File: src/rtl/pnt_pkg.sv
// ----------------------------------------------------------------------------
// pnt_pkg: shared types and constants of the pose id tracker
// Holds the table sizes, the register indexes and the state codes that the
// controller and the distance unit use.
// ----------------------------------------------------------------------------
package pnt_pkg;

	// Table sizes.
	localparam int unsigned MaxPoses  = 32;
	localparam int unsigned NumJoints = 18;
	localparam int unsigned PoseW     = $clog2(MaxPoses);
	localparam int unsigned CountW    = $clog2(MaxPoses + 1);
	localparam int unsigned JointAw   = $clog2(2 * MaxPoses * NumJoints);
	localparam int unsigned IdAw      = $clog2(2 * MaxPoses);

	// Value limits.
	localparam logic [16:0] DistMax = 17'h1FFFF;
	localparam logic [21:0] SumMax  = 22'h3FFFFF;

	// floor(s / 18) = (s * MeanMul) >> MeanShift for every 22-bit s.
	localparam logic [21:0] MeanMul   = 22'd3728271;
	localparam int unsigned MeanShift = 26;

	// Configuration register indexes.
	localparam logic [1:0] REG_WIDTH     = 2'd0;
	localparam logic [1:0] REG_HEIGHT    = 2'd1;
	localparam logic [1:0] REG_THRESHOLD = 2'd2;

	// Controller states.
	typedef enum logic [3:0] {
		ST_IDLE,
		ST_RD,
		ST_START,
		ST_WAIT,
		ST_STORE,
		ST_SMUL,
		ST_SCMP,
		ST_DECIDE,
		ST_IDRD,
		ST_EMIT
	} ctl_state_t;

	// Distance unit states.
	typedef enum logic [1:0] {
		DS_IDLE,
		DS_DIV,
		DS_SQ,
		DS_SQRT
	} dist_state_t;

endpackage

File: src/rtl/pnt_dist_unit.sv
// ----------------------------------------------------------------------------
// pnt_dist_unit: iterative normalized joint distance
// Computes floor(sqrt(nx^2 + ny^2)) with nx = floor(|dx| * 4096 / W) and
// ny likewise, each saturated to Q5.12. Two restoring dividers run side by
// side, then one multiply stage and a restoring square root.
// ----------------------------------------------------------------------------
module pnt_dist_unit (
	input  logic        clk,
	input  logic        arst_n,
	input  logic        start,
	input  logic [15:0] x,
	input  logic [15:0] y,
	input  logic [15:0] px,
	input  logic [15:0] py,
	input  logic [12:0] width,
	input  logic [12:0] height,
	output logic        done,
	output logic [16:0] result
);

	pnt_pkg::dist_state_t state_q, state_d;

	logic [4:0]  cnt_q;
	logic [12:0] rx_q, ry_q;
	logic [16:0] nx_q, ny_q;
	logic [16:0] qx_q, qy_q;
	logic        satx_q, saty_q;
	logic [34:0] v_q;
	logic [35:0] root_q;
	logic [34:0] bit_q;
	logic        done_q;
	logic [16:0] dist_q;

	logic [15:0] dx, dy;
	logic [13:0] rx2, ry2;
	logic        gex, gey;
	logic [16:0] fx, fy;
	logic [35:0] trial;
	logic [35:0] root_nx;

	// Absolute differences and one divider step per axis.
	assign dx    = (x > px) ? (x - px) : (px - x);
	assign dy    = (y > py) ? (y - py) : (py - y);
	assign rx2   = {rx_q, nx_q[16]};
	assign ry2   = {ry_q, ny_q[16]};
	assign gex   = rx2 >= {1'b0, width};
	assign gey   = ry2 >= {1'b0, height};
	assign fx    = satx_q ? pnt_pkg::DistMax : qx_q;
	assign fy    = saty_q ? pnt_pkg::DistMax : qy_q;
	assign trial = root_q + {1'b0, bit_q};

	// Root after the current square-root step.
	assign root_nx = ({1'b0, v_q} >= trial) ? (root_q >> 1) + {1'b0, bit_q} : root_q >> 1;

	// Next state.
	always_comb begin
		state_d = state_q;
		case (state_q)
			pnt_pkg::DS_IDLE: if (start) state_d = pnt_pkg::DS_DIV;
			pnt_pkg::DS_DIV:  if (cnt_q == 5'd0) state_d = pnt_pkg::DS_SQ;
			pnt_pkg::DS_SQ:   state_d = pnt_pkg::DS_SQRT;
			pnt_pkg::DS_SQRT: if (cnt_q == 5'd0) state_d = pnt_pkg::DS_IDLE;
			default:          state_d = pnt_pkg::DS_IDLE;
		endcase
	end

	always_ff @(posedge clk or negedge arst_n) begin
		if (!arst_n) begin
			state_q <= pnt_pkg::DS_IDLE;
			done_q  <= 1'b0;
		end else begin
			state_q <= state_d;
			done_q  <= (state_q == pnt_pkg::DS_SQRT) && (cnt_q == 5'd0);
		end
	end

	// Datapath registers.
	always_ff @(posedge clk) begin
		case (state_q)
			pnt_pkg::DS_IDLE: begin
				cnt_q  <= 5'd16;
				rx_q   <= {2'b00, dx[15:5]};
				ry_q   <= {2'b00, dy[15:5]};
				nx_q   <= {dx[4:0], 12'd0};
				ny_q   <= {dy[4:0], 12'd0};
				qx_q   <= 17'd0;
				qy_q   <= 17'd0;
				satx_q <= {2'b00, dx} >= {width, 5'd0};
				saty_q <= {2'b00, dy} >= {height, 5'd0};
			end
			pnt_pkg::DS_DIV: begin
				cnt_q <= cnt_q - 5'd1;
				rx_q  <= gex ? 13'(rx2 - {1'b0, width}) : rx2[12:0];
				ry_q  <= gey ? 13'(ry2 - {1'b0, height}) : ry2[12:0];
				nx_q  <= {nx_q[15:0], 1'b0};
				ny_q  <= {ny_q[15:0], 1'b0};
				qx_q  <= {qx_q[15:0], gex};
				qy_q  <= {qy_q[15:0], gey};
			end
			pnt_pkg::DS_SQ: begin
				v_q    <= 35'({1'b0, 34'(fx * fx)} + {1'b0, 34'(fy * fy)});
				root_q <= 36'd0;
				bit_q  <= {1'b1, 34'd0};
				cnt_q  <= 5'd17;
			end
			pnt_pkg::DS_SQRT: begin
				cnt_q <= cnt_q - 5'd1;
				bit_q <= bit_q >> 2;
				if ({1'b0, v_q} >= trial) begin
					v_q    <= 35'({1'b0, v_q} - trial);
					root_q <= (root_q >> 1) + {1'b0, bit_q};
				end else begin
					root_q <= root_q >> 1;
				end
			end
			default: cnt_q <= cnt_q;
		endcase
		// The final step's root is taken as it is formed.
		if (state_q == pnt_pkg::DS_SQRT && cnt_q == 5'd0) begin
			dist_q <= (root_nx > {19'd0, pnt_pkg::DistMax}) ? pnt_pkg::DistMax
			                                               : root_nx[16:0];
		end
	end

	assign done   = done_q;
	assign result = dist_q;

endmodule

File: config.mk
export PLATFORM = sky130hd
export DESIGN_NAME = pnt_dist_unit
export DESIGN_NICKNAME = d
export VERILOG_FILES = /design/src/rtl/pnt_pkg.sv /design/src/rtl/pnt_dist_unit.sv
export SDC_FILE = /design/constraint.sdc
export NUM_CORES = 2
export LEC_CHECK = 0
export BUFFER_PORTS_ARGS = -buffer_cell sky130_fd_sc_hd__clkbuf_2
export CAP_MARGIN = 10
export CORE_MARGIN = 8
export CORE_UTILIZATION = 30
export CTS_BUF_LIST = sky130_fd_sc_hd__clkbuf_8 sky130_fd_sc_hd__clkbuf_16
export CTS_CLUSTER_DIAMETER = 100
export DETAILED_ROUTE_END_ITERATION = 16
export PLACE_DENSITY = 0.55
export RECOVER_POWER = 100
export SETUP_SLACK_MARGIN = 0.02
export SLEW_MARGIN = 20
export SYNTH_ARGS = -nofsm -noshare
export SYNTH_HDL_FRONTEND = slang
export SYNTH_SLANG_ARGS = --single-unit
export TNS_END_PERCENT = 100
File: constraint.sdc
create_clock -name clk -period 11.3 [get_ports clk]
set_clock_uncertainty 0.15 [all_clocks]
set_input_delay 1.695 -clock clk [delete_from_list [all_inputs] [get_ports clk]]
set_output_delay 1.695 -clock clk [all_outputs]
set_load 0.02 [all_outputs]
== Yosys cells after proc, flatten, opt, wreduce, memory -nomap -nowiden ==
Cells that the tools add are included.
Cells by class
  $add $sub $neg: 11
  $mul: 2
  $lt $le $gt $ge: 8
  equality and inequality tests: 7
  multiplexer cells: 22
  reductions and logical operators: 8
Operators by type and width (number)
  $pmux 35 s2: 2
  $pmux 17 s2: 4
  $pmux 36 s2: 1
  $mul 17x17->34: 2
  $sub 16x16->16: 4
  $pmux 13 s2: 2
  $add 35x35->36: 1
  $add 36x35->36: 1
  $ge 16x18->1: 2
  $ge 35x36->1: 1
  $gt 36x17->1 const B: 1
  $mux 36: 1
  $add 34x34->35: 1
  $mux 35: 1
  $sub 35x35->35: 1
  $mux 17: 2
  $gt 16x16->1: 2
  $mux 16: 2
  $ge 14x13->1: 2
  $mux 13: 2
  $sub 13x13->13: 2
  $pmux 5 s3: 1
  $ne 2x2->1 const B: 4
  $pmux 2 s4: 1
  other kinds (11): 15
Word-level totals
  flip-flop bits (word level): 227
  input port bits: 93
  output and inout port bits: 18
  word-level logic and storage cells: 73

== Logic depth before layout (Yosys ltp) ==
  word-level depth: 4
  mapped depth: 33
  depth with buffers taken out: 31

== Least setup slack after synthesis ==
No wires, ideal clock.
  kind: reg-to-reg
  start point: register saty_q
  end point: register v_q[33], data pin
  setup time: 0.266 ns
  arrival time: 8.372 ns
  data required time: 10.884 ns
  setup slack: 2.513 ns
  stages on the path, launching flop included: 31
  buffers on the path: 2
  clock period less this slack: 8.787 ns
  cell sequence: edfxtp_1 clkbuf_1 clkbuf_1 nor2_1 clkinv_1 nand2_1 inv_1 ha_1 a31o_2 fa_1 inv_1 fa_1 inv_1 fa_1 fa_1 fa_1 fa_1 inv_1 fa_1 inv_1 ha_1 a21o_1 a21oi_1 nor2b_1 or4b_2 a21oi_1 o31ai_1 or4_1 nand3_1 mux2i_1 nand4_1
On the way
  word-level cells in the longest chain between the ends: 4
RTL lines
  from (decl): line pnt_dist_unit.sv:27  | logic satx_q, saty_q;
  from (signal assigned): line pnt_dist_unit.sv:89  | saty_q <= {2'b00, dy} >= {height, 5'd0};
  $mux 17: line pnt_dist_unit.sv:49  | assign fy = saty_q ? pnt_pkg::DistMax : qy_q;
  $mul 17x17->34: line pnt_dist_unit.sv:101  | v_q <= 35'({1'b0, 34'(fx * fx)} + {1'b0, 34'(fy * fy)});
  $add 34x34->35: line pnt_dist_unit.sv:101
  $pmux 35 s2: line pnt_dist_unit.sv:79  | case (state_q)
  to (signal assigned): line pnt_dist_unit.sv:101
  to (signal assigned): line pnt_dist_unit.sv:110  | v_q <= 35'({1'b0, v_q} - trial);
  to (decl): line pnt_dist_unit.sv:28  | logic [34:0] v_q;
Every way passes these cells.
A chain may end at the register's enable or synchronous reset.

== Final worst setup path ==
  start point: register root_q[2]
  end point: register dist_q[15], in the netlist result[15], data pin
On the way
  word-level cells in the longest chain between the ends: 4
  elaborated cells between the ends (all ways): 5
  those cells by class: add/sub: 2; order compare: 2; mux: 1
RTL lines
  from (decl): line pnt_dist_unit.sv:29  | logic [35:0] root_q;
  from (signal assigned): line pnt_dist_unit.sv:111  | root_q <= (root_q >> 1) + {1'b0, bit_q};
  from (signal assigned): line pnt_dist_unit.sv:113  | root_q <= root_q >> 1;
  $add 36x35->36: line pnt_dist_unit.sv:50  | assign trial = root_q + {1'b0, bit_q};
  $ge 35x36->1: line pnt_dist_unit.sv:53  | assign root_nx = ({1'b0, v_q} >= trial) ? (root_q >> 1) + {1'b0, bit_q} : root_q >> 1;
  $mux 36 (*): line pnt_dist_unit.sv:53
  $gt 36x17->1: line pnt_dist_unit.sv:120  | dist_q <= (root_nx > {19'd0, pnt_pkg::DistMax}) ? pnt_pkg::DistMax
  to (signal assigned): line pnt_dist_unit.sv:120
  to (decl): line pnt_dist_unit.sv:32  | logic [16:0] dist_q;
Every way passes the cells marked *; elsewhere a longest branch is shown, timed or not.

==> impl_metrics.toml <==
[job]
maxCapViolCount = 10

[setup_path]
r2r_setup_slack_ns = 1.27
path_max_fanout = 27
worstReg2RegEnd = "result[15]"
crit_path_start_kind = "register"
crit_required_ns = 11.28
critical_path_class = "register to register"
r2r_cells = 22
critPathCaptureType = "register"
r2r_start = "root_q[2]"
arrival_ns = 10.01

[cells_and_area]
fillers = 11740
syn_to_final_growth_pct = 8.258
diodes = 0
final_cell_mix = "inv_1, fa_1, ha_1, nor2_1, nand2_1"
final_common_cell = "inv_1"
layout-drive-gt1-share_pct = 5.321
nNetsFinal = 4713
fin_cells = 5284

[timing]
fin_crit_ns = 10.03
timing.final.ws_setup_ns = 1.274
tns_ns = 0
tightest_slew_ns = 3.263
max_slew_margin_pct = -117.5
setup_viol_count_final = 0
rsz0062_at_grt = "no"
timing.fmax_ghz = 0.09974
drv_slew = 417
fin_crit_sh_pct = 88.73
hold_violations = 0

[routing]
drc_errors = 0
drtAntennaViolNets = 0
met3RoutedLength_mm = 3.794
wl_met2_mm = 42.42
via_count = 25130
routed_wl_mm = 85.12
highest_layer = "met4"
initialDrtViolationCount = 1501
wl_met1_mm = 37.21
wl_per_cell_um = 16.11
drt_pass1_iterations = 7
via_per_inst = 4.755

[yosys]
yosys.area_share.simple_pct = 13.44
synth_cell_types = 88
synth_seq_cells = 186
netlist_instances = 3730
synth_ff_type = "edfxtp_1"
synth.avg_cell_area_um2 = 8.957
ys_warn_count = 0
synth_xor_area_share_pct = 4.483
synthAdderAreaFrac_pct = 41.59
synth_top_family_by_area = "adder cells"
synthMuxAreaShare_pct = 1.580
ys_async_sr_fraction_pct = 1.613
synth-seq-area-share_pct = 16.52
synth_compound_area_share_pct = 12.45
syn_area_um2 = 33410
synth-edff-count = 178
synth_nets = 4660

[clocking]
ctsRootBufferMaster = "clkbuf_16"
cts_resized = 0
cts_tree = "done"
path_clk_slew_ns = 0.09
cts_buffer_depth = 2
clock_latency_ns = 0.49
cts_setup_buffers = 0
cts.sinks = 186
cts_buffers = 17
hold_buffers = 0
ctsHtreeMaxLevel = 4

[floorplanning]
coreArea_um2 = 110500
initial_utilization_pct = 30.23
chipHeight_um = 349.7
row_count = 122
fp.dieArea_um2 = 122300
ioPinCount = 111
die_width_um = 349.7

[hold_path]
min_to = "ny_q[13]"
min_path_type = "register to register"
min_from = "ny_q[12]"
holdPathStages = 2

[grt]
grt_pass1_wl_mm = 139.7
overflow = 0
antenna_found_initial = 1
grtUsageTotal_pct = 14.09
grt_max_degree = 71
first_global_vias = 26660

[outcome]
violations = "capacitance limit, slew limit"
status = "finished, violations left"

[placed_design]
dp.cells = 5252
io_buffers = 110
place_ws_ns = 1.462
dp_hpwl_mm = 72.05
gp_congestion = 0.9256
==> layer usage <==
| layer | track usage (%) | up-vias |
|---|---|---|
| li1 | - | 12230 |
| met1 | 17.94 | 12360 |
| met2 | 25.13 | 456 |
| met3 | 2.106 | 79 |
| met4 | 3.165 | 0 |
| met5 | 0 | - |
==> cells in the mapped netlist (25+ instances only) <==
cell      number  area share (%)
o21ai_0      127             1.9
ha_1         381              14
nor3_1        39            0.58
xor2_1        83             2.2
xnor2_1       88             2.3
nand4_1       45            0.84
a211oi_1      31            0.70
clkbuf_1      95             1.1
and2_1        66             1.2
fa_1         456              27
edfxtp_1     178              16
a31oi_1       32            0.60
nand3_1       33            0.49
mux2i_1       37             1.1
nand2b_1      25            0.47
nor2_1       339             3.8
a21oi_1      169             2.5
nand2_1      292             3.3
a21o_1        77             1.7
o21a_1        37            0.83
inv_1        761             8.5
nor2b_1       32            0.60
==> state kept, by name (all words and copies together) (netlist names), 2 cells and up <==
signal,cells
ny_q,5
result,17
root_q,36
rx_q,13
v_q,35
nx_q,5
state_q,2
cnt_q,5
qx_q,17
ry_q,13
bit_q,18
qy_q,17
==> cell type report <==
type / count / area, µm² / share of cell area, %
tap: 1488 / 1862 / 5.148
multi-input combinational: 2664 / 24550 / 67.89
sequential: 186 / 5520 / 15.26
clock inverter: 15 / 195.2 / 0.5397
clock buffer: 17 / 425.4 / 1.176
inverter: 775 / 2909 / 8.043
timing repair buffer: 139 / 703.2 / 1.944
==> stage by stage <==
step	hold WS (ns)	util, %	cell area (µm²)
2_1_floorplan	0.3374	-	33410
3_3_place_gp	0.3517	32.27	35660
3_5_place_dp	0.3497	32.27	35660
4_1_cts	0.3695	32.83	36280
5_1_grt	0.4015	32.73	36170
6_report	0.3653	32.73	36170
==> worst max path at each step <==
| stage | start | end | slack [ns] | depth (start not counted) |
|---|---|---|---|---|
| 2_1_floorplan | saty_q | v_q[33] | 2.51 | 30 |
| 3_3_place_gp | satx_q | v_q[34] | 1.73 | 25 |
| 3_5_place_dp | satx_q | v_q[34] | 1.46 | 27 |
| 4_1_cts | satx_q | v_q[34] | 1.45 | 27 |
| 5_1_grt | root_q[2] | result[15] | 0.54 | 22 |
| 6_report | root_q[2] | result[15] | 1.27 | 22 |
==> worst max-delay path, stage by stage, from the launching register on <==
cell and delay (ns):
edfxtp_1 0.50, ha_1 0.39, a21o_1 0.19, a31o_2 0.25, a31oi_1 0.37, o31ai_1 0.19, a21oi_1 0.38, o21bai_1 0.23
and3_1 0.22, o21ai_0 0.18, xor2_1 0.12, ha_1 0.40, nand4_1 0.25, nor4_1 0.53, nand2_1 0.26, a211oi_1 0.78
nor4_1 0.25, a211o_1 0.33, clkbuf_1 0.51, o32ai_1 0.46, o21ai_0 0.27, nor4_1 2.24, nand2_1 0.18
==> logic make-up (layout without fill, tap and decap cells) <==
kind of cell	count (synthesis)	in the layout
AND/OR/NAND/NOR	972	972
buffers and inverters	880	946
adder cells (fa/ha/maj)	837	837
AO/OA/AOI/OAI	633	633
flip-flops	186	186
XOR/XNOR	171	171
multiplexers	51	51
Power is left out: the tool's default activity adds up to more than one toggle a clock period on the data nets, which glitch-free logic cannot reach.
